--- config.mk ---
export PLATFORM = sky130hd
export DESIGN_NAME = json_string_unescape
export DESIGN_NICKNAME = d
export VERILOG_FILES = /design/src/rtl/jsu_pkg.sv /design/src/rtl/jsu_front.sv /design/src/rtl/jsu_cmd_queue.sv /design/src/rtl/jsu_back.sv /design/src/rtl/json_string_unescape.sv
export SDC_FILE = /design/constraint.sdc
export NUM_CORES = 1
export LEC_CHECK = 0
export BUFFER_PORTS_ARGS = -buffer_cell sky130_fd_sc_hd__buf_2
export CAP_MARGIN = 20
export CORE_MARGIN = 2
export CORE_UTILIZATION = 57
export DETAILED_ROUTE_END_ITERATION = 10
export PLACE_DENSITY_LB_ADDON = 0.08
export SYNTH_ARGS = -nofsm -noshare
export SYNTH_HDL_FRONTEND = slang
export SYNTH_SLANG_ARGS = --single-unit
export TNS_END_PERCENT = 50
--- constraint.sdc ---
create_clock -name clock -period 5.58 [get_ports clock]
set_input_delay 0.279 -clock clock [delete_from_list [all_inputs] [get_ports clock]]
set_output_delay 0.279 -clock clock [all_outputs]
set_load 0.005 [all_outputs]
--- src/rtl/jsu_pkg.sv ---
// ----------------------------------------------------------------------------
// jsu_pkg: shared types and helpers for the JSON string unescaper
// Item, result and command records, decoder modes, status codes and the
// UTF-8 length and byte helpers used by the front and back parts.
// ----------------------------------------------------------------------------
package jsu_pkg;

   localparam int LENGTH_WIDTH = 16;
   localparam int CP_WIDTH     = 21;
   localparam int QUEUE_DEPTH  = 4;
   localparam int QUEUE_AW     = $clog2(QUEUE_DEPTH);
   localparam int QUEUE_CW     = $clog2(QUEUE_DEPTH + 1);

   localparam logic [15:0] HIGH_SURR_LO = 16'hD800;
   localparam logic [15:0] HIGH_SURR_HI = 16'hDBFF;
   localparam logic [15:0] LOW_SURR_LO  = 16'hDC00;
   localparam logic [15:0] LOW_SURR_HI  = 16'hDFFF;
   localparam logic [CP_WIDTH-1:0] SUPP_BASE = 21'h10000;

   typedef enum logic [2:0] {
      MODE_PLAIN   = 3'd0,
      MODE_ESC     = 3'd1,
      MODE_HEX     = 3'd2,
      MODE_HIGH    = 3'd3,
      MODE_HIGH_BS = 3'd4,
      MODE_LOW_HEX = 3'd5
   } mode_type;

   typedef enum logic [2:0] {
      STATUS_OK           = 3'd0,
      STATUS_CUT_ESCAPE   = 3'd1,
      STATUS_CUT_UNICODE  = 3'd2,
      STATUS_BAD_HEX      = 3'd3,
      STATUS_LONE_LOW     = 3'd4,
      STATUS_BAD_ESCAPE   = 3'd5,
      STATUS_CONTROL      = 3'd6,
      STATUS_UNTERMINATED = 3'd7
   } status_type;

   typedef struct packed {
      logic [7:0] data_byte;
      logic       end_of_input;
   } req_type;

   typedef struct packed {
      logic [7:0]  out_byte;
      logic        byte_valid;
      logic        string_done;
      logic [2:0]  status;
      logic [15:0] decoded_length;
      logic        last;
   } rsp_type;

   // work for the back part: optional first code point (held high surrogate
   // or combined pair), optional second one (raw byte or code point), done
   typedef struct packed {
      logic                a_valid;
      logic [CP_WIDTH-1:0] a_cp;
      logic                b_valid;
      logic                b_raw;
      logic [CP_WIDTH-1:0] b_cp;
      logic                done;
      logic [2:0]          status;
      logic [15:0]         length;
   } cmd_type;

   function automatic logic [2:0] utf8_len(input logic [CP_WIDTH-1:0] cp);
      logic [2:0] n;
      if (cp <= 21'h7F)         n = 3'd1;
      else if (cp <= 21'h7FF)   n = 3'd2;
      else if (cp <= 21'hFFFF)  n = 3'd3;
      else                      n = 3'd4;
      return n;
   endfunction

   function automatic logic [7:0] utf8_byte(input logic [CP_WIDTH-1:0] cp,
                                            input logic [2:0] n,
                                            input logic [2:0] k);
      logic [7:0] b;
      b = cp[7:0];
      case (n)
         3'd2: begin
            case (k)
               3'd0:    b = {3'b110, cp[10:6]};
               default: b = {2'b10, cp[5:0]};
            endcase
         end
         3'd3: begin
            case (k)
               3'd0:    b = {4'b1110, cp[15:12]};
               3'd1:    b = {2'b10, cp[11:6]};
               default: b = {2'b10, cp[5:0]};
            endcase
         end
         3'd4: begin
            case (k)
               3'd0:    b = {5'b11110, cp[20:18]};
               3'd1:    b = {2'b10, cp[17:12]};
               3'd2:    b = {2'b10, cp[11:6]};
               default: b = {2'b10, cp[5:0]};
            endcase
         end
         default: b = cp[7:0];
      endcase
      return b;
   endfunction

endpackage

--- src/rtl/jsu_front.sv ---
// ----------------------------------------------------------------------------
// jsu_front: escape decoder
// Runs the escape state machine on each accepted byte and turns it into at
// most one command for the back part, keeping the running output length.
// ----------------------------------------------------------------------------
module jsu_front (
   input  logic              clock,
   input  logic              reset,
   input  logic              accept,
   input  jsu_pkg::req_type  req,
   output jsu_pkg::cmd_type  cmd,
   output logic              cmd_valid
);

   localparam int LW = jsu_pkg::LENGTH_WIDTH;

   localparam logic [7:0] CHAR_QUOTE  = 8'h22;
   localparam logic [7:0] CHAR_BSLASH = 8'h5C;
   localparam logic [7:0] CHAR_SLASH  = 8'h2F;
   localparam logic [7:0] CHAR_B      = 8'h62;
   localparam logic [7:0] CHAR_F      = 8'h66;
   localparam logic [7:0] CHAR_N      = 8'h6E;
   localparam logic [7:0] CHAR_R      = 8'h72;
   localparam logic [7:0] CHAR_T      = 8'h74;
   localparam logic [7:0] CHAR_U      = 8'h75;
   localparam logic [7:0] CHAR_SPACE  = 8'h20;

   localparam logic [LW+2:0] COUNT_MAX = (LW+3)'({LW{1'b1}});

   function automatic logic is_hex(input logic [7:0] c);
      return (c >= 8'h30 && c <= 8'h39) || (c >= 8'h61 && c <= 8'h66) ||
             (c >= 8'h41 && c <= 8'h46);
   endfunction

   function automatic logic [3:0] hex_val(input logic [7:0] c);
      logic [3:0] v;
      if (c >= 8'h30 && c <= 8'h39)      v = c[3:0];
      else if (is_hex(c))                v = c[3:0] + 4'd9;
      else                               v = 4'd0;
      return v;
   endfunction

   jsu_pkg::mode_type mode_ff, mode_in;
   logic [15:0]   acc_ff, acc_in;
   logic [2:0]    dc_ff, dc_in;
   logic          bad_ff, bad_in;
   logic [9:0]    high_ff, high_in;
   logic [LW-1:0] count_ff, count_in;

   logic [7:0]    c;
   logic [15:0]   acc_t;
   logic [2:0]    dc_t;
   logic          bad_t;
   logic [jsu_pkg::CP_WIDTH-1:0] flush_cp;
   logic          run_plain, run_esc, run_hex_done, finish;
   jsu_pkg::status_type fin_status;
   logic [2:0]    na, nb;
   logic [LW+2:0] sum;
   logic [LW-1:0] sat_count;
   logic [31:0]   sat_wide;

   always_comb begin
      c          = req.data_byte;
      mode_in    = mode_ff;
      acc_in     = acc_ff;
      dc_in      = dc_ff;
      bad_in     = bad_ff;
      high_in    = high_ff;
      cmd        = '0;
      run_plain  = 1'b0;
      run_esc    = 1'b0;
      run_hex_done = 1'b0;
      finish     = 1'b0;
      fin_status = jsu_pkg::STATUS_OK;
      acc_t      = {acc_ff[11:0], hex_val(c)};
      dc_t       = dc_ff + 3'd1;
      bad_t      = bad_ff | ~is_hex(c);
      flush_cp   = {5'b0, 6'b110110, high_ff};

      if (req.end_of_input) begin
         finish = 1'b1;
         unique case (mode_ff)
            jsu_pkg::MODE_ESC: fin_status = jsu_pkg::STATUS_CUT_ESCAPE;
            jsu_pkg::MODE_HEX: fin_status = jsu_pkg::STATUS_CUT_UNICODE;
            jsu_pkg::MODE_HIGH: begin
               cmd.a_valid = 1'b1;
               cmd.a_cp    = flush_cp;
               fin_status  = jsu_pkg::STATUS_UNTERMINATED;
            end
            jsu_pkg::MODE_HIGH_BS: begin
               cmd.a_valid = 1'b1;
               cmd.a_cp    = flush_cp;
               fin_status  = jsu_pkg::STATUS_CUT_ESCAPE;
            end
            jsu_pkg::MODE_LOW_HEX: begin
               cmd.a_valid = 1'b1;
               cmd.a_cp    = flush_cp;
               fin_status  = jsu_pkg::STATUS_CUT_UNICODE;
            end
            default: fin_status = jsu_pkg::STATUS_UNTERMINATED;
         endcase
      end else begin
         unique case (mode_ff)
            jsu_pkg::MODE_ESC: run_esc = 1'b1;
            jsu_pkg::MODE_HEX: begin
               acc_in = acc_t;
               dc_in  = dc_t;
               bad_in = bad_t;
               if (dc_t >= 3'd4) run_hex_done = 1'b1;
            end
            jsu_pkg::MODE_HIGH: begin
               if (c == CHAR_BSLASH) begin
                  mode_in = jsu_pkg::MODE_HIGH_BS;
               end else begin
                  cmd.a_valid = 1'b1;
                  cmd.a_cp    = flush_cp;
                  run_plain   = 1'b1;
               end
            end
            jsu_pkg::MODE_HIGH_BS: begin
               if (c == CHAR_U) begin
                  mode_in = jsu_pkg::MODE_LOW_HEX;
                  acc_in  = '0;
                  dc_in   = '0;
                  bad_in  = 1'b0;
               end else begin
                  cmd.a_valid = 1'b1;
                  cmd.a_cp    = flush_cp;
                  run_esc     = 1'b1;
               end
            end
            jsu_pkg::MODE_LOW_HEX: begin
               acc_in = acc_t;
               dc_in  = dc_t;
               bad_in = bad_t;
               if (dc_t >= 3'd4) begin
                  if (!bad_t && acc_t >= jsu_pkg::LOW_SURR_LO &&
                      acc_t <= jsu_pkg::LOW_SURR_HI) begin
                     // surrogate pair becomes one supplementary code point
                     cmd.a_valid = 1'b1;
                     cmd.a_cp    = jsu_pkg::SUPP_BASE +
                                   jsu_pkg::CP_WIDTH'({high_ff, acc_t[9:0]});
                     mode_in     = jsu_pkg::MODE_PLAIN;
                     acc_in      = '0;
                     dc_in       = '0;
                     bad_in      = 1'b0;
                  end else begin
                     // no low partner: emit the high one, retry digits alone
                     cmd.a_valid  = 1'b1;
                     cmd.a_cp     = flush_cp;
                     run_hex_done = 1'b1;
                  end
               end
            end
            default: run_plain = 1'b1;
         endcase
      end

      if (run_plain) begin
         mode_in = jsu_pkg::MODE_PLAIN;
         if (c == CHAR_QUOTE) begin
            finish     = 1'b1;
            fin_status = jsu_pkg::STATUS_OK;
         end else if (c == CHAR_BSLASH) begin
            mode_in = jsu_pkg::MODE_ESC;
         end else if (c < CHAR_SPACE) begin
            finish     = 1'b1;
            fin_status = jsu_pkg::STATUS_CONTROL;
         end else begin
            cmd.b_valid = 1'b1;
            cmd.b_raw   = 1'b1;
            cmd.b_cp    = jsu_pkg::CP_WIDTH'(c);
         end
      end

      if (run_esc) begin
         mode_in = jsu_pkg::MODE_PLAIN;
         case (c) inside
            CHAR_QUOTE, CHAR_BSLASH, CHAR_SLASH: begin
               cmd.b_valid = 1'b1;
               cmd.b_cp    = jsu_pkg::CP_WIDTH'(c);
            end
            CHAR_B: begin
               cmd.b_valid = 1'b1;
               cmd.b_cp    = 21'h08;
            end
            CHAR_F: begin
               cmd.b_valid = 1'b1;
               cmd.b_cp    = 21'h0C;
            end
            CHAR_N: begin
               cmd.b_valid = 1'b1;
               cmd.b_cp    = 21'h0A;
            end
            CHAR_R: begin
               cmd.b_valid = 1'b1;
               cmd.b_cp    = 21'h0D;
            end
            CHAR_T: begin
               cmd.b_valid = 1'b1;
               cmd.b_cp    = 21'h09;
            end
            CHAR_U: begin
               mode_in = jsu_pkg::MODE_HEX;
               acc_in  = '0;
               dc_in   = '0;
               bad_in  = 1'b0;
            end
            default: begin
               finish     = 1'b1;
               fin_status = jsu_pkg::STATUS_BAD_ESCAPE;
            end
         endcase
      end

      if (run_hex_done) begin
         if (bad_t) begin
            finish     = 1'b1;
            fin_status = jsu_pkg::STATUS_BAD_HEX;
         end else if (acc_t >= jsu_pkg::HIGH_SURR_LO && acc_t <= jsu_pkg::HIGH_SURR_HI) begin
            high_in = acc_t[9:0];
            mode_in = jsu_pkg::MODE_HIGH;
         end else if (acc_t >= jsu_pkg::LOW_SURR_LO && acc_t <= jsu_pkg::LOW_SURR_HI) begin
            finish     = 1'b1;
            fin_status = jsu_pkg::STATUS_LONE_LOW;
         end else begin
            cmd.b_valid = 1'b1;
            cmd.b_cp    = jsu_pkg::CP_WIDTH'(acc_t);
            mode_in     = jsu_pkg::MODE_PLAIN;
         end
      end

      // running length, saturating
      na        = cmd.a_valid ? jsu_pkg::utf8_len(cmd.a_cp) : 3'd0;
      nb        = !cmd.b_valid ? 3'd0 : (cmd.b_raw ? 3'd1 : jsu_pkg::utf8_len(cmd.b_cp));
      sum       = (LW+3)'(count_ff) + (LW+3)'(na) + (LW+3)'(nb);
      sat_count = (sum > COUNT_MAX) ? {LW{1'b1}} : sum[LW-1:0];
      sat_wide  = 32'(sat_count);
      count_in  = sat_count;

      if (finish) begin
         cmd.done   = 1'b1;
         cmd.status = fin_status;
         cmd.length = (sat_wide > 32'hFFFF) ? 16'hFFFF : sat_wide[15:0];
         mode_in    = jsu_pkg::MODE_PLAIN;
         acc_in     = '0;
         dc_in      = '0;
         bad_in     = 1'b0;
         high_in    = '0;
         count_in   = '0;
      end

      cmd_valid = accept & (cmd.a_valid | cmd.b_valid | cmd.done);
   end

   always_ff @(posedge clock) begin
      if (reset) begin
         mode_ff  <= jsu_pkg::MODE_PLAIN;
         acc_ff   <= '0;
         dc_ff    <= '0;
         bad_ff   <= 1'b0;
         high_ff  <= '0;
         count_ff <= '0;
      end else if (accept) begin
         mode_ff  <= mode_in;
         acc_ff   <= acc_in;
         dc_ff    <= dc_in;
         bad_ff   <= bad_in;
         high_ff  <= high_in;
         count_ff <= count_in;
      end
   end

endmodule

--- src/rtl/jsu_cmd_queue.sv ---
// ----------------------------------------------------------------------------
// jsu_cmd_queue: command queue
// Short register queue between the decoder and the byte sequencer, so that
// either side can stall without holding the other.
// ----------------------------------------------------------------------------
module jsu_cmd_queue (
   input  logic             clock,
   input  logic             reset,
   input  logic             push,
   input  jsu_pkg::cmd_type push_data,
   output logic             full,
   input  logic             pop,
   output jsu_pkg::cmd_type head,
   output logic             empty
);

   localparam int AW = jsu_pkg::QUEUE_AW;
   localparam int CW = jsu_pkg::QUEUE_CW;
   localparam logic [AW-1:0] LAST_SLOT = AW'(jsu_pkg::QUEUE_DEPTH - 1);
   localparam logic [CW-1:0] DEPTH_CNT = CW'(jsu_pkg::QUEUE_DEPTH);

   jsu_pkg::cmd_type entries_ff [jsu_pkg::QUEUE_DEPTH];
   logic [AW-1:0] wr_ptr_ff, wr_ptr_in;
   logic [AW-1:0] rd_ptr_ff, rd_ptr_in;
   logic [CW-1:0] count_ff, count_in;
   logic          do_push, do_pop;

   assign full    = (count_ff == DEPTH_CNT);
   assign empty   = (count_ff == '0);
   assign head    = entries_ff[rd_ptr_ff];
   assign do_push = push & ~full;
   assign do_pop  = pop & ~empty;

   always_comb begin
      wr_ptr_in = wr_ptr_ff;
      rd_ptr_in = rd_ptr_ff;
      count_in  = count_ff;
      if (do_push) wr_ptr_in = (wr_ptr_ff == LAST_SLOT) ? '0 : wr_ptr_ff + 1'b1;
      if (do_pop)  rd_ptr_in = (rd_ptr_ff == LAST_SLOT) ? '0 : rd_ptr_ff + 1'b1;
      if (do_push && !do_pop)      count_in = count_ff + 1'b1;
      else if (!do_push && do_pop) count_in = count_ff - 1'b1;
   end

   always_ff @(posedge clock) begin
      if (reset) begin
         wr_ptr_ff <= '0;
         rd_ptr_ff <= '0;
         count_ff  <= '0;
      end else begin
         wr_ptr_ff <= wr_ptr_in;
         rd_ptr_ff <= rd_ptr_in;
         count_ff  <= count_in;
      end
   end

   always_ff @(posedge clock) begin
      if (do_push) entries_ff[wr_ptr_ff] <= push_data;
   end

endmodule

--- src/rtl/jsu_back.sv ---
// ----------------------------------------------------------------------------
// jsu_back: byte sequencer
// Walks the command at the queue head one result per cycle while not stalled:
// UTF-8 bytes of the first code point, then of the second, then any done record.
// ----------------------------------------------------------------------------
module jsu_back (
   input  logic             clock,
   input  logic             reset,
   input  jsu_pkg::cmd_type head,
   input  logic             head_valid,
   output logic             head_pop,
   output logic             rsp_empty,
   input  logic             rsp_pop,
   output jsu_pkg::rsp_type rsp_data
);

   jsu_pkg::rsp_type out_ff, out_in;
   logic        out_valid_ff, out_valid_in;
   logic [2:0]  idx_ff, idx_in;
   logic [2:0]  na, nb, k;
   logic [3:0]  total;
   logic        advance, is_last;

   assign rsp_empty = ~out_valid_ff;
   assign rsp_data  = out_ff;

   always_comb begin
      na      = head.a_valid ? jsu_pkg::utf8_len(head.a_cp) : 3'd0;
      nb      = !head.b_valid ? 3'd0 : (head.b_raw ? 3'd1 : jsu_pkg::utf8_len(head.b_cp));
      total   = 4'(na) + 4'(nb) + 4'(head.done);
      is_last = ({1'b0, idx_ff} + 4'd1 == total);
      k       = idx_ff - na;
      advance = head_valid & (~out_valid_ff | rsp_pop);

      out_in      = '0;
      out_in.last = is_last;
      if (idx_ff < na) begin
         out_in.out_byte   = jsu_pkg::utf8_byte(head.a_cp, na, idx_ff);
         out_in.byte_valid = 1'b1;
      end else if ({1'b0, idx_ff} < 4'(na) + 4'(nb)) begin
         out_in.out_byte   = jsu_pkg::utf8_byte(head.b_cp, nb, k);
         out_in.byte_valid = 1'b1;
      end else begin
         out_in.string_done    = 1'b1;
         out_in.status         = head.status;
         out_in.decoded_length = head.length;
      end

      head_pop     = advance & is_last;
      idx_in       = idx_ff;
      out_valid_in = out_valid_ff;
      if (advance) begin
         out_valid_in = 1'b1;
         idx_in       = is_last ? 3'd0 : idx_ff + 3'd1;
      end else if (rsp_pop) begin
         out_valid_in = 1'b0;
      end
   end

   always_ff @(posedge clock) begin
      if (reset) begin
         out_valid_ff <= 1'b0;
         idx_ff       <= '0;
      end else begin
         out_valid_ff <= out_valid_in;
         idx_ff       <= idx_in;
      end
   end

   always_ff @(posedge clock) begin
      if (advance) out_ff <= out_in;
   end

endmodule

--- src/rtl/json_string_unescape.sv ---
// ----------------------------------------------------------------------------
// json_string_unescape: streaming JSON string unescaper
// Takes string content bytes and returns the unescaped UTF-8 bytes followed
// by a done record with status and decoded length.
// ----------------------------------------------------------------------------
// Usage:
//   Input side is a queue write port: drive req_data and raise req_push; the
//   beat is taken on an edge where req_full is low. Each beat is one content
//   byte, or an end-of-input marker.
//   Result side is a queue read port: while rsp_empty is low, rsp_data holds
//   the oldest result; raise rsp_pop to take it. The last result caused by
//   an input beat has last set; a string ends with a done record.
//   A beat's results pass through the command queue and the output register
//   on their way to the port.
//   Throughput: one input beat per cycle while req_full is low. The result
//   port moves one beat per cycle while rsp_pop is high, so a beat with
//   several results (a \u escape gives up to six) holds the sequencer, but a
//   four-entry command queue lets input go on; req_full rises once it fills.
//   When the receiver stalls, results wait in the output register and the
//   queue; nothing is dropped.
//   Reset clears the decoder to plain content, empties the queue and the
//   output register; the block is ready on the cycle after reset.
// ----------------------------------------------------------------------------
module json_string_unescape (
   input  logic             clock,
   input  logic             reset,
   input  logic             req_push,
   input  jsu_pkg::req_type req_data,
   output logic             req_full,
   output logic             rsp_empty,
   input  logic             rsp_pop,
   output jsu_pkg::rsp_type rsp_data
);

   jsu_pkg::cmd_type cmd, head;
   logic cmd_valid, head_valid, head_pop, q_empty, accept;

   assign accept     = req_push & ~req_full;
   assign head_valid = ~q_empty;

   jsu_front u_front (
      .clock     (clock),
      .reset     (reset),
      .accept    (accept),
      .req       (req_data),
      .cmd       (cmd),
      .cmd_valid (cmd_valid)
   );

   jsu_cmd_queue u_queue (
      .clock     (clock),
      .reset     (reset),
      .push      (cmd_valid),
      .push_data (cmd),
      .full      (req_full),
      .pop       (head_pop),
      .head      (head),
      .empty     (q_empty)
   );

   jsu_back u_back (
      .clock      (clock),
      .reset      (reset),
      .head       (head),
      .head_valid (head_valid),
      .head_pop   (head_pop),
      .rsp_empty  (rsp_empty),
      .rsp_pop    (rsp_pop),
      .rsp_data   (rsp_data)
   );

   // a done record always closes the results of its beat
   assert property (@(posedge clock) disable iff (reset)
      !rsp_empty && rsp_data.string_done |-> rsp_data.last)
      else $error("done record without last");

   // every result is either a byte or a done record
   assert property (@(posedge clock) disable iff (reset)
      !rsp_empty |-> (rsp_data.byte_valid ^ rsp_data.string_done))
      else $error("result is neither byte nor done");

   // after reset nothing is pending and input is open
   assert property (@(posedge clock) !reset && $past(reset) |-> rsp_empty && !req_full)
      else $error("block not clear after reset");

   // the sequencer only retires a command that exists
   assert property (@(posedge clock) disable iff (reset) head_pop |-> head_valid)
      else $error("command retired from empty queue");

endmodule

==> After elaboration in Yosys (flattened, before gate mapping) <==
Memories as Yosys holds them, arrays and structs flattened. A register that Yosys moved wholly into a read port is not among the register bits.
Index checks and enable logic that the tools add are counted.
{ "classes": {"add_sub_neg": 14, "multipliers": 0, "div": 0, "magnitude_cmp": 27, "eq_ne": 29, "n_shift": 0, "mux": 192, "bitwise_logic": 14, "reduce_logical": 28} }
{ "ops": {"columns": ["cell", "count"], "rows": [
  ["two-way mux 21 bit", 12],
  ["two-way mux 16 bit", 15],
  ["two-way mux 3 bit", 70],
  ["two-way mux 22 bit", 5],
  ["two-way mux 23 bit", 4],
  ["<= comparator 21 x 11 -> 1 bit, second input constant", 4],
  ["<= comparator 21 x 16 -> 1 bit, second input constant", 4],
  ["<= comparator 21 x 7 -> 1 bit, second input constant", 4],
  ["case mux 22 bit (3 select lines)", 1],
  ["equality test 8 x 7 -> 1 bit, second input constant", 7],
  ["two-way mux 1 bit", 54],
  ["case mux 16 bit (3 select lines)", 1],
  ["case mux 8 bit (3 select lines)", 2],
  ["case mux 7 bit (3 select lines)", 2],
  ["two-way mux 10 bit", 4],
  ["two-way mux 20 bit", 2],
  [">= comparator 16 bit, second input constant", 2],
  ["<= comparator 16 bit, second input constant", 2],
  ["case mux 7 bit (2 select lines)", 2],
  ["equality test 3 x 2 -> 1 bit, second input constant", 8],
  ["adder 17 x 20 -> 21 bit, first input constant", 1],
  ["adder 19 x 3 -> 19 bit", 1],
  ["greater-than comparator 19 x 16 -> 1 bit, second input constant", 1],
  ["two-way mux 9 bit", 2],
  ["other kinds (42)", 94]
]} }
{ "totals": {"ff_bits": 90, "latchBits": 0, "ram_bits": 260, "rom_bits": 0, "inputBits": 13, "word_cells": 322, "n_memories": 1} }
{ "mem_list": {"columns": ["name", "depth", "width", "read_ports", "rd_ports_with_merged_regs", "write_ports", "line", "text"], "rows": [
  ["u_queue.entries_ff", 4, 65, 1, 1, 1, "jsu_cmd_queue.sv:22", "jsu_pkg::cmd_type entries_ff [jsu_pkg::QUEUE_DEPTH];"]
]} }

==> Logic depth before layout (Yosys ltp) <==
Gate-level depths: netlist of run 1.
{ "logic_depth": {"depth_word": 33, "ltp_mapped": 24, "depth_no_buf": 22} }

==> Modules after synthesis <==
From an unflattened synthesis of run 1, not the netlist that was laid out.
{ "unflattened": {"cells_unflattened": 1256, "area_unflattened_um2": 16762.3} }
{ "by_module_without_submodules": {"columns": ["module", "instances", "cells_per_inst", "area_per_inst_um2", "seq_area_each_um2"], "rows": [
  ["jsu_cmd_queue", 1, 389, 9877.0, 7987.7],
  ["jsu_front", 1, 535, 3995.1, 900.9],
  ["jsu_back", 1, 330, 2872.8, 980.9],
  ["json_string_unescape", 1, 2, 17.5, 0.0]
]} }

==> Worst setup path after synthesis of run 1 <==
OpenSTA, ideal clock, no wires.
{ "synth_path": {"path_kind": "in2reg", "startpoint": "input port req_data[1] (netlist name)", "endpoint": "memory u_queue.entries_ff[0][2] (netlist name), data pin", "arrival_time_ns": 5.049, "required_ns": 5.401, "path_slack_ns": 0.352, "cell_stages": 23, "path_buffers": 3, "path_cell_list": "inv_1 -> ha_1 -> nand4_1 -> or4_4 -> buf_2 -> a221oi_4 -> o21ai_2 -> a32oi_1 -> nor3_1 -> nor2_1 -> o211a_1 -> ha_1 -> inv_1 -> fa_1 -> nand2b_2 -> a2111oi_1 -> xnor2_1 -> a211oi_4 -> a31oi_1 -> or2_4 -> buf_6 -> buf_6 -> a21oi_1"} }
{ "synth_lines": {"columns": ["item", "line", "text"], "rows": [
  ["start, declared", "json_string_unescape.sv:28", "input jsu_pkg::req_type req_data,"],
  ["end, declared", "jsu_cmd_queue.sv:22", null]
]} }

==> results by group, run 1 <==
Layout
  – Nets: around 1400
  – Finished Core Util: 65.3%
  – Most common cell after layout, fill and taps aside: edfxtp_1
  – Fill cells: around 2000
  – Area Growth Syn to Fin: 13.2%
  – Antenna cell count: 0
  – Sequential Area: ~9300 um^2
  – Area of the multi-input gates: ~6300 um^2
  – Layout cell share with drive strength beyond 1: 21.1%
  – Fin cells: about 1700
  – Finished Cell Area: around 18000 um^2
  – Most frequent cells in the layout: edfxtp_1 (270), nor2_1 (87), nand2_1 (75), mux4_2 (60), a21oi_1 (57)

Pwr
  – Pwr dens: roughly 400 nW/um^2
  – Net Sw Frac: a little under 30%
  – Comb power frac: between 20 and 30%
  – Sequential share of power: a little over two fifths
  – Power Total: between 7 and 8 mW
  – Pleak: ~6.3 nW
  – Sw power: 2.17 mW
  – Clock Power Share: a little under a third
  – VDD IR max: approximately 0.00042 V
  – P_int: around 5.1 mW

STA
  – Final Hold Viols: 0
  – Final hold slack: around 0.076 ns
  – Highest clock rate: between 150 and 200 MHz
  – Setup TNS: 0 ns
  – Slew headroom: about a third
  – Worst Skew: ~0.017 ns
  – Pins Over Slew Limit: 0
  – Post-route clock period utilization: between 90% and 100%
  – Minimum clock period: roughly 5.3 ns
  – Final critical-path setup slack: around 0.26 ns
  – Final setup viols: 0
  – Worst Tran Pin Value: 0.999 ns

Synth
  – Predominant post-synthesis flop cell: edfxtp_1
  – Mux share of post-synthesis cell area: a little under a tenth
  – Register area share after synthesis: 57.9%
  – Simple-gate share of the synthesized area: roughly 12%
  – Synth Area per Inst: about 13 um^2
  – XOR/XNOR share of the synthesized area: under 10%
  – Post-synth EDFFs: 270
  – Count of cell types in the netlist: about 90
  – Netlist Area Pre-Place: 16000 um^2
  – Compound-Gate Fraction of Synth Area: a little under an eighth
  – Synth Area in Adders: 3.13%
  – Yosys reg bits: around 330
  – Syn Inst Count: ~1200
  – Yosys Warn Count: 0
  – Ys async rst share: 0%
  – Largest family of logic cells by synthesized area: simple AND/OR/NAND/NOR gates

Clock network
  – Worst skew pair latency: roughly 0.51 ns
  – Worst-path clk slew: 0.06 ns
  – CTS tree: built
  – Num CTS Buffers: 35
  – Clk root buf: clkbuf_16
  – H-Tree Level Count: 2
  – Hold_buf cts: 0
  – Clock Sinks: approximately 330
  – Max clock buf depth: 3

Placed design
  – Port Buffers: between 40 and 50
  – GPL Wtd Cong: ~0.9
  – Cell Count Post-Placement: approximately 1600
  – HPWL Detailed: about 26 mm
  – Dpl ws: around 0.058 ns
  – Area post-placement: 16900 um^2

Worst hold path
  – Min-delay worst type: in -> reg

Routing
  – Avg WL per Cell: 21.6 um
  – DRT antenna net count: 0
  – Vias post-DR: about 11000
  – DR pass1 iterations: 5
  – Drc violations: 0
  – DRT iter0 DRCs: 962
  – Total wire length: ~37 mm
  – DR vias/cell: between 6 and 7

Global routing
  – First-pass GRT wire length: between 50 and 60 mm
  – Total track usage: approximately a quarter
  – Global route total overflow: 0
  – Antenna violations before repair: 0
  – Vias in the first global route: a little over 10000
  – Largest net degree at the start of global routing: 61

Floorplanning
  – DIE WIDTH: 172 um
  – Die Y: ~170 um
  – Initial Util: between 50% and 60%
  – DIE AREA: just under 30000 um^2
  – # IOs: 45
  – Num rows: between 60 and 70
  – Core footprint: 27700 um^2

Setup path
  – Critical Path RT: ~6.0 ns
  – Crit path DAT: approximately 5.8 ns
  – Critical path type: reg -> reg
  – Max Fanout on Critical Path: 6
  – CP Capture Type: flop
  – Startpoint class of the critical path: flop
  – Setup slack, reg-to-reg: 0.26 ns

Run
  – Maxcap violations: 0

Status
  – Status: finished clean
-- critical path, stage by stage (launching register included) --
cell,delay [ns]
dfxtp_4,0.40
buf_6,0.15
mux4_2,0.54
or4_4,0.45
nor2_4,0.22
inv_1,0.09
o31a_1,0.27
nand2_2,0.12
inv_1,0.08
fa_1,0.53
ha_2,0.20
xor2_2,0.16
xnor2_1,0.15
xnor2_1,0.14
nor4_1,0.09
and2_2,0.25
inv_1,0.07
ha_1,0.17
inv_1,0.07
fa_1,0.43
xor2_1,0.18
or3_1,0.31
a21oi_1,0.16
-- flip-flops by register name, indices dropped and copies added, names as in the netlist, named ones only --
| name | count |
|---|---|
| u_back.idx_ff | 3 |
| u_back.out_valid_ff | 1 |
| u_back.rsp_data | 30 |
| u_front.acc_ff | 12 |
| u_front.bad_ff | 1 |
| u_front.count_ff | 16 |
| u_front.dc_ff | 3 |
| u_front.high_ff | 10 |
| u_front.mode_ff | 3 |
| u_queue.count_ff | 3 |
| u_queue.entries_ff | 240 |
| u_queue.rd_ptr_ff | 2 |
| u_queue.wr_ptr_ff | 2 |
-- layer usage --
layer | track usage, % | routed length (um)
met1 | 39.6 | 17100
met2 | 39.6 | 16900
met3 | 3.73 | 2370
met4 | 5.97 | 596
met5 | 0 | 0
-- cells in the mapped netlist (15+ instances only) --
cell / number / area, um^2
and3_1: 27 / 169
and2_1: 24 / 150
mux4_2: 60 / 1350
nand3_1: 36 / 180
clkbuf_1: 29 / 109
o21ai_0: 44 / 220
a21o_1: 17 / 128
a22oi_1: 30 / 225
nor3_1: 23 / 115
inv_1: 33 / 124
edfxtp_1: 270 / 8110
xor2_1: 15 / 131
nor2b_1: 19 / 119
xnor2_1: 26 / 228
a21oi_1: 58 / 290
o22ai_1: 17 / 106
nand2_1: 76 / 285
ha_1: 32 / 400
dfxtp_1: 58 / 1160
nor2_1: 88 / 330
-- area by class of cell --
type / count / share of cell area (%)
Inverter: 35 / 0.740
Multi-Input combinational cell: 801 / 34.9
Tap cell: 378 / 2.61
Clock buffer: 46 / 5.12
Sequential cell: 328 / 51.2
Clock inverter: 17 / 1.04
Timing Repair Buffer: 109 / 4.36
-- cells by family (layout without fill, tap and decap cells) --
group,after synthesis,count (layout)
AND/OR/NAND/NOR,368,368
flip-flops,328,328
AO/OA/AOI/OAI,276,276
buffers and inverters,100,207
multiplexers,77,77
XOR/XNOR,41,41
adder cells (fa/ha/maj),37,37
other,1,2
-- final timing paths --
| kind | startpoint | endpoint | cells after the start |
|---|---|---|---|
| worst min-delay path | rsp_pop | u_back.out_valid_ff | 4 |
| worst min register to register | u_front.count_ff[0] | u_front.count_ff[0] | 2 |
| worst max-delay path | flop | u_queue.count_ff[2] | 22 |
| worst max register to register | flop | u_queue.count_ff[2] | 22 |
-- timing repair --
action / CTS / global route
endpoints found under the setup margin: 0 / 48
gates resized for setup: 0 / 19
setup buffers: 0 / 3
-- power groups by stage --
stage	registers (mW)	logic, mW	clock network [mW]
finish	3.10	1.98	2.23
global route	3.13	2.17	2.36
CTS	3.11	1.93	2.27
detailed placement	3.16	1.93	0
global placement	3.15	1.91	0
floorplan	3.14	1.33	0
Note: power is estimated with default switching activity, not from simulation.
==> run 2, diff against run 1 <==
Settings changed: CORE_ASPECT_RATIO set to 0.5, CORE_UTILIZATION 57 to 35.
==> run 2 against run 1 <==
Non-clock buffer count grew 10; first-iteration DRC count decreased by 15%; power rose by 4.3%.
==> results by group, run 2 (same netlist as run 1, synthesis figures left out) <==
Clock network
  – Max clock buf depth: 3 (unchanged)
  – Clock Sinks: 328 (unchanged)
  – Clk root buf: clkbuf_16
  – Num CTS Buffers: 34 (-2.9%)
  – Hold_buf cts: 0 (unchanged)
  – Worst-path clk slew: 0.06 ns (about the same)
  – CTS tree: built
  – H-Tree Level Count: 2 (unchanged)
  – Worst skew pair latency: 0.53 ns (+0.02 ns)

Setup path
  – Critical Path RT: 6.03 ns (+0.02 ns)
  – Crit path DAT: 5.74 ns (about the same)
  – Reg2Reg Capture Point: u_queue.count_ff[2]
  – CP Capture Type: flop
  – Critical path type: reg -> reg
  – R2R cell count: 22 (unchanged)
  – Startpoint class of the critical path: flop
  – Setup slack, reg-to-reg: 0.29 ns (+0.03 ns)
  – Max Fanout on Critical Path: 9 (+3)

STA
  – Post-route clock period utilization: 94.8% (-0.55 points)
  – Final Hold Viols: 0 (unchanged)
  – Slew headroom: 26.5% (-6.5 points)
  – Final setup viols: 0 (unchanged)
  – RSZ-0062 raised after global routing: true
  – Highest clock rate: 189 MHz (+0.58%)
  – Setup TNS: 0 ns (unchanged)
  – Pins Over Slew Limit: 0 (unchanged)
  – Worst Skew: 0.0192 ns (+0.00239 ns)
  – Worst Tran Pin Value: 1.09 ns (+0.0953 ns)
  – Final hold slack: 0.0604 ns (-0.0159 ns)
  – Minimum clock period: 5.29 ns (-0.0306 ns)

Worst hold path
  – Hold Path Stages: 4 (unchanged)
  – Min-delay worst type: in -> reg
  – Hold Path End: u_back.out_valid_ff
  – Hold_sp: rsp_pop

Floorplanning
  – Die Y: 155 um (-9.5%)
  – DIE WIDTH: 306 um (+79%)
  – # IOs: 45 (unchanged)
  – Initial Util: 35.4% (-22 points)
  – Num rows: 55 (-9.8%)
  – Core footprint: 45100 um^2 (+63%)
  – DIE AREA: 47500 um^2 (+62%)

Run
  – Maxcap violations: 0 (unchanged)

Global routing
  – Total track usage: 18.7% (-7.2 points)
  – First-pass GRT wire length: 66.9 mm (+15%)
  – Antenna violations before repair: 2 (+2)
  – Vias in the first global route: 10400 (+3.2%)
  – Largest net degree at the start of global routing: 61 (unchanged)
  – Global route total overflow: 0 (unchanged)

Pwr
  – Sequential share of power: 40.7% (-1.7 points)
  – P_int: 5.27 mW (+2.5%)
  – Comb power frac: 28.0% (+0.9 points)
  – Sw power: 2.35 mW (+8.6%)
  – Clock Power Share: 31.3% (+0.8 points)
  – VDD IR max: 0.000213 V (-49%)
  – Pleak: 6.33 nW (+0.98%)
  – Net Sw Frac: 30.9% (+1.2 points)
  – Pwr dens: 413 nW/um^2 (+2.3%)
  – Power Total: 7.63 mW (+4.3%)

Layout
  – Most frequent cells in the layout: edfxtp_1 (270), nor2_1 (88), nand2_1 (76), buf_4 (69), mux4_2 (60)
  – Reg with most FFs: u_queue.entries_ff
  – Finished Cell Area: 18500 um^2 (+1.9%)
  – Most common cell after layout, fill and taps aside: edfxtp_1
  – Layout cell share with drive strength beyond 1: 21.1% (about the same)
  – Area Growth Syn to Fin: 15.4%
  – Antenna cell count: 0 (unchanged)
  – Fill cells: 4261 (+110%)
  – Max reg flops: 240 (unchanged)
  – Nets: 1369 (+0.66%)

Placed design
  – GPL Wtd Cong: 0.916 (-0.65%)
  – HPWL Detailed: 30.8 mm (+21%)
  – Port Buffers: 44 (unchanged)
  – Area post-placement: 17200 um^2 (+1.8%)

Routing
  – DR pass1 iterations: 5 (unchanged)
  – Drc violations: 0 (unchanged)
  – DR vias/cell: 5.50 (-11%)
  – Vias post-DR: 10700 (+0.98%)
  – Total wire length: 44.2 mm (+20%)
  – DRT iter0 DRCs: 822 (-15%)
  – DRT antenna net count: 0 (unchanged)
  – Avg WL per Cell: 22.8 um (+5.6%)

Status
  – Status: finished clean
run 2: how the worst max path moves through the flow:
stage,startpoint,end,cells after the start
after floorplan,req_data[1],u_queue.entries_ff[0][2],23
after detailed placement,req_data[1],u_queue.entries_ff[1][2],22
after global routing,flop,u_queue.count_ff[2],22
after global placement,req_data[1],u_queue.entries_ff[0][10],22
after CTS,flop,u_queue.count_ff[2],21
final,flop,u_queue.count_ff[2],22
run 2: routing by layer:
layer  vias to the layer above  wire [um]  global-route usage (%)
li1                       4935          -                       -
met1                      5469      20800                    26.5
met2                       230      21100                    31.0
met3                        44       1680                    2.55
met4                         0        630                    3.57
met5                         -          0                       0
run 2: final cells by class:
cell class	count	area, um^2	area share, %
clock buffers	42	901	4.88
multi-input cells	801	6290	34.1
repair buffers	119	841	4.56
clock inverters	20	267	1.44
inverters	35	134	0.726
well taps	598	748	4.05
flip-flops and latches	328	9280	50.3
run 2: through the flow:
step / cells / setup WS (ns) / utilization, %
after CTS: 1936 / 0.0707 / 40.7
after global routing: 1943 / -0.0524 / 40.9
final: 1943 / 0.292 / 40.9
after floorplan: 1229 / 0.352 / -
after global placement: 1874 / 0.0936 / 38.1
after detailed placement: 1874 / 0.0283 / 38.1
run 2: timing repair:
item,in CTS,in global routing
endpoints found under the hold margin,0,0
setup endpoints to repair,0,59
setup buffers,0,6
resized for setup,0,7
run 2: worst max-delay path, cell delays in order, from the launching register on:
cell	delay (ns)
dfxtp_4	0.44
buf_4	0.14
mux4_2	0.51
or4_1	0.53
nor2_4	0.16
inv_1	0.07
o31a_1	0.25
nand2_1	0.15
inv_1	0.10
fa_1	0.56
ha_1	0.18
xor2_1	0.17
xnor2_1	0.15
xnor2_1	0.17
nor4_2	0.09
and2_0	0.17
inv_1	0.06
ha_1	0.18
inv_1	0.07
fa_1	0.43
xor2_1	0.18
or3_1	0.31
a21oi_1	0.14
run 2: power by group through the flow:
| stage | logic [mW] | clock network, mW | registers [mW] |
|---|---|---|---|
| finish | 2.13 | 2.39 | 3.10 |
| global route | 2.33 | 2.56 | 3.13 |
| CTS | 2.14 | 2.46 | 3.11 |
| detailed placement | 2.13 | 0 | 3.16 |
| global placement | 2.12 | 0 | 3.15 |
| floorplan | 1.33 | 0 | 3.14 |
==> run 3, diff against run 2 <==
Settings changed: SLEW_MARGIN set to 25, SYNTH_HIERARCHICAL set to 1.
==> run 3 against run 2 <==
Fmax decreased by 1.2%; global-route usage decreased by 1.1 points; flip-flop and latch count increased by 20; hold slack improved by 0.15 ns; cell count increased by 2.3%; first-iteration DRC count increased by 12%; routed wire length about the same; sequential share of layout area increased by 1.7 points; count of clock-buffer cells in the layout increased by 5; largest power group unchanged; highest routed layer unchanged.
==> results by group, run 3 <==
STA
  – Final Hold Viols: 0 (unchanged)
  – Slew headroom: 37.4% (+11 points)
  – Setup TNS: 0 ns (unchanged)
  – Worst Skew: 0.0213 ns (+0.00216 ns)
  – Post-route clock period utilization: 95.9% (+1.2 points)
  – Highest clock rate: 187 MHz (-1.2%)
  – Worst Tran Pin Value: 0.932 ns (-0.163 ns)
  – Final setup viols: 0 (unchanged)
  – Final critical-path setup slack: 0.226 ns (-0.0661 ns)
  – Pins Over Slew Limit: 0 (unchanged)
  – Minimum clock period: 5.35 ns (+0.0661 ns)

Pwr
  – Clock Power Share: 28.8% (-2.5 points)
  – Pwr dens: 405 nW/um^2 (-2.0%)
  – Net Sw Frac: 31.4% (+0.57 points)
  – Pleak: 6.50 nW (+2.7%)
  – Sw power: 2.42 mW (+2.8%)
  – Power Total: 7.70 mW (+0.95%)
  – VDD IR max: 0.000184 V (-14%)
  – Sequential share of power: 43.0% (+2.3 points)
  – P_int: 5.28 mW (+0.12%)
  – Comb power frac: 28.2% (+0.2 points)

Run
  – Maxcap violations: 0 (unchanged)

Synth
  – Post-synth EDFFs: 290 (+7.4%)
  – Synth area leader: edfxtp_1
  – Predominant post-synthesis flop cell: edfxtp_1
  – Most frequent cell after synthesis: edfxtp_1
  – Area contributors post-synth: edfxtp_1 (52%), mux4_2 (8.7%), dfxtp_1 (6.9%), ha_1 (2.2%), a21oi_1 (1.9%)
  – Synth Area per Inst: 13.3 um^2 (+2.5%)
  – Yosys Warn Count: 6 (+6)
  – Commonest cells in the netlist: edfxtp_1 (290), nor2_1 (81), nand2_1 (76)
  – Ys async rst share: 0% (unchanged)
  – Area share of the largest cell type after synthesis: 52.0% (+1.3 points)
  – Yosys reg bits: 348 (+6.1%)
  – Register area share after synthesis: 58.9% (+0.93 points)
  – Netlist Area Pre-Place: 16800 um^2 (+4.8%)
  – Count of cell types in the netlist: 97 (+6.6%)
  – Syn Inst Count: 1256 (+2.3%)

Floorplanning
  – Core footprint: 47100 um^2 (+4.3%)
  – # IOs: 45 (unchanged)
  – DIE WIDTH: 313 um (+2.3%)
  – DIE AREA: 49800 um^2 (+4.7%)
  – Initial Util: 35.6% (+0.17 points)
  – Num rows: 56 (+1.8%)
  – Die Y: 159 um (+2.3%)

Routing
  – DRT antenna net count: 0 (unchanged)
  – Vias post-DR: 10800 (+1.2%)
  – DRT iter0 DRCs: 917 (+12%)
  – Avg WL per Cell: 22.3 um (-2.2%)
  – Metal2 WL: 20.1 mm (-5.1%)
  – Total wire length: 44.3 mm (about the same)
  – DR pass1 iterations: 5 (unchanged)
  – Wire length on met3: 2.00 mm (+19%)
  – M1 WL: 21.5 mm (+3.5%)
  – Drc violations: 0 (unchanged)
  – DR vias/cell: 5.44 (-1.0%)
  – Top Layer Used: met4

Clock network
  – Num CTS Buffers: 35 (+2.9%)
  – Worst-path clk slew: 0.07 ns (about the same)
  – Clock Sinks: 348 (+6.1%)
  – H-Tree Level Count: 2 (unchanged)
  – CTS tree: built
  – Worst skew pair latency: 0.53 ns (about the same)
  – Clk root buf: clkbuf_16
  – Max clock buf depth: 3 (unchanged)

Global routing
  – First-pass GRT wire length: 66.8 mm (-0.21%)
  – Antenna violations before repair: 1 (-1)
  – Vias in the first global route: 10800 (+3.6%)
  – Largest net degree at the start of global routing: 51 (-16%)
  – Global route total overflow: 0 (unchanged)
  – Total track usage: 17.6% (-1.1 points)

Placed design
  – Cell Count Post-Placement: 1909 (+1.9%)
  – GPL Wtd Cong: 0.850 (-7.2%)
  – HPWL Detailed: 30.1 mm (-2.3%)
  – Dpl ws: 0.0870 ns (+0.0587 ns)
  – Port Buffers: 44 (unchanged)

Setup path
  – Critical path type: reg -> reg
  – Max Fanout on Critical Path: 8 (-1)
  – Crit path DAT: 5.81 ns (+0.07 ns)
  – Startpoint class of the critical path: flop
  – Critical Path RT: 6.04 ns (about the same)
  – R2R cell count: 22 (unchanged)
  – CP Capture Type: flop
  – Setup slack, reg-to-reg: 0.23 ns (-0.07 ns)

Layout
  – Layout cell share with drive strength beyond 1: 20.4% (-0.73 points)
  – Antenna cell count: 0 (unchanged)
  – Finished Core Util: 40.4% (-0.50 points)
  – Fill cells: 4421 (+3.8%)
  – Reg with most FFs: u_queue/entries_ff
  – Nets: 1373 (+0.29%)
  – Fin cells: 1987 (+2.3%)
  – Area Growth Syn to Fin: 13.4%
  – Most frequent cells in the layout: edfxtp_1 (290), nor2_1 (78), nand2_1 (76), mux4_2 (65), a21oi_1 (61)
  – Max reg flops: 260 (+8.3%)
  – Most common cell after layout, fill and taps aside: edfxtp_1

Worst hold path
  – Hold Path Stages: 3 (-1)
  – Min-delay worst type: in -> reg

Status
  – Status: finished clean
-- run 3: through the flow --
stage	hold WS (ns)	area, um^2
after floorplan	0.348	16800
after global placement	0.455	17800
after detailed placement	0.459	17800
after CTS	0.180	18800
after global routing	0.212	19000
final	0.206	19000
-- run 3: cells by family (layout without fill, tap and decap cells) --
logic type / after synthesis / in the layout / synth area share (%)
flip-flops: 348 / 348 / 58.9
XOR/XNOR: 28 / 28 / 1.59
buffers and inverters: 123 / 212 / 3.72
AND/OR/NAND/NOR: 348 / 348 / 10.9
AO/OA/AOI/OAI: 277 / 277 / 11.4
other: 2 / 6 / 0.0448
multiplexers: 93 / 93 / 10.4
adder cells (fa/ha/maj): 37 / 37 / 3.08
-- run 3: worst paths after layout --
| kind | startpoint | end |
|---|---|---|
| max reg2reg | flop | u_queue/count_ff[2] |
| min reg2reg | u_front/count_ff[2] | u_front/count_ff[2] |
| min | req_push | u_front/count_ff[5] |
| max | flop | u_queue/count_ff[2] |
-- run 3: area by class of cell --
class / count / area, um^2 / share of cell area [%]
sequential: 348 / 9880 / 52.0
timing repair buffer: 106 / 738 / 3.88
clock inverter: 16 / 111 / 0.586
clock buffer: 47 / 951 / 5.00
tap: 638 / 798 / 4.20
inverter: 43 / 180 / 0.948
multi-input combinational: 789 / 6350 / 33.4
-- run 3: critical path, stage by stage (launching register included) --
cell and delay [ns]:
dfxtp_4 0.43, buf_12 0.16, mux4_2 0.54, or4_1 0.61
a21oi_1 0.16, o21a_1 0.15, ha_1 0.18, inv_1 0.06
fa_1 0.50, inv_1 0.06, ha_1 0.20, xnor2_1 0.18
xnor2_1 0.16, xnor2_1 0.16, nor4_2 0.08, and2_2 0.23
o31ai_2 0.11, ha_2 0.26, inv_1 0.05, fa_1 0.38
xor2_1 0.17, or3_1 0.30, a21oi_1 0.16
-- run 3: power by group through the flow --
stage	Combinational, mW	Clock (mW)	Sequential [mW]
3_3_place_gp	2.13	0	3.36
3_5_place_dp	2.14	0	3.37
2_1_floorplan	1.39	0	3.37
6_report	2.17	2.21	3.31
4_1_cts	2.15	2.30	3.32
5_1_grt	2.38	2.39	3.35
-- run 3: what timing repair did --
| action | 4_1_cts | 5_1_grt |
|---|---|---|
| resized for setup | 0 | 10 |
| hold buffers | 1 | 0 |
| buffers inserted | 0 | 13 |
| endpoints found under the setup margin | 0 | 2 |
| hold endpoints to repair | 1 | 0 |
-- run 3: per-layer routing --
layer / global-route usage (%) / up-vias
met1: 25.7 / 5518
li1: - / 4992
met3: 2.85 / 48
met4: 3.85 / 0
met5: 0 / -
met2: 27.4 / 253
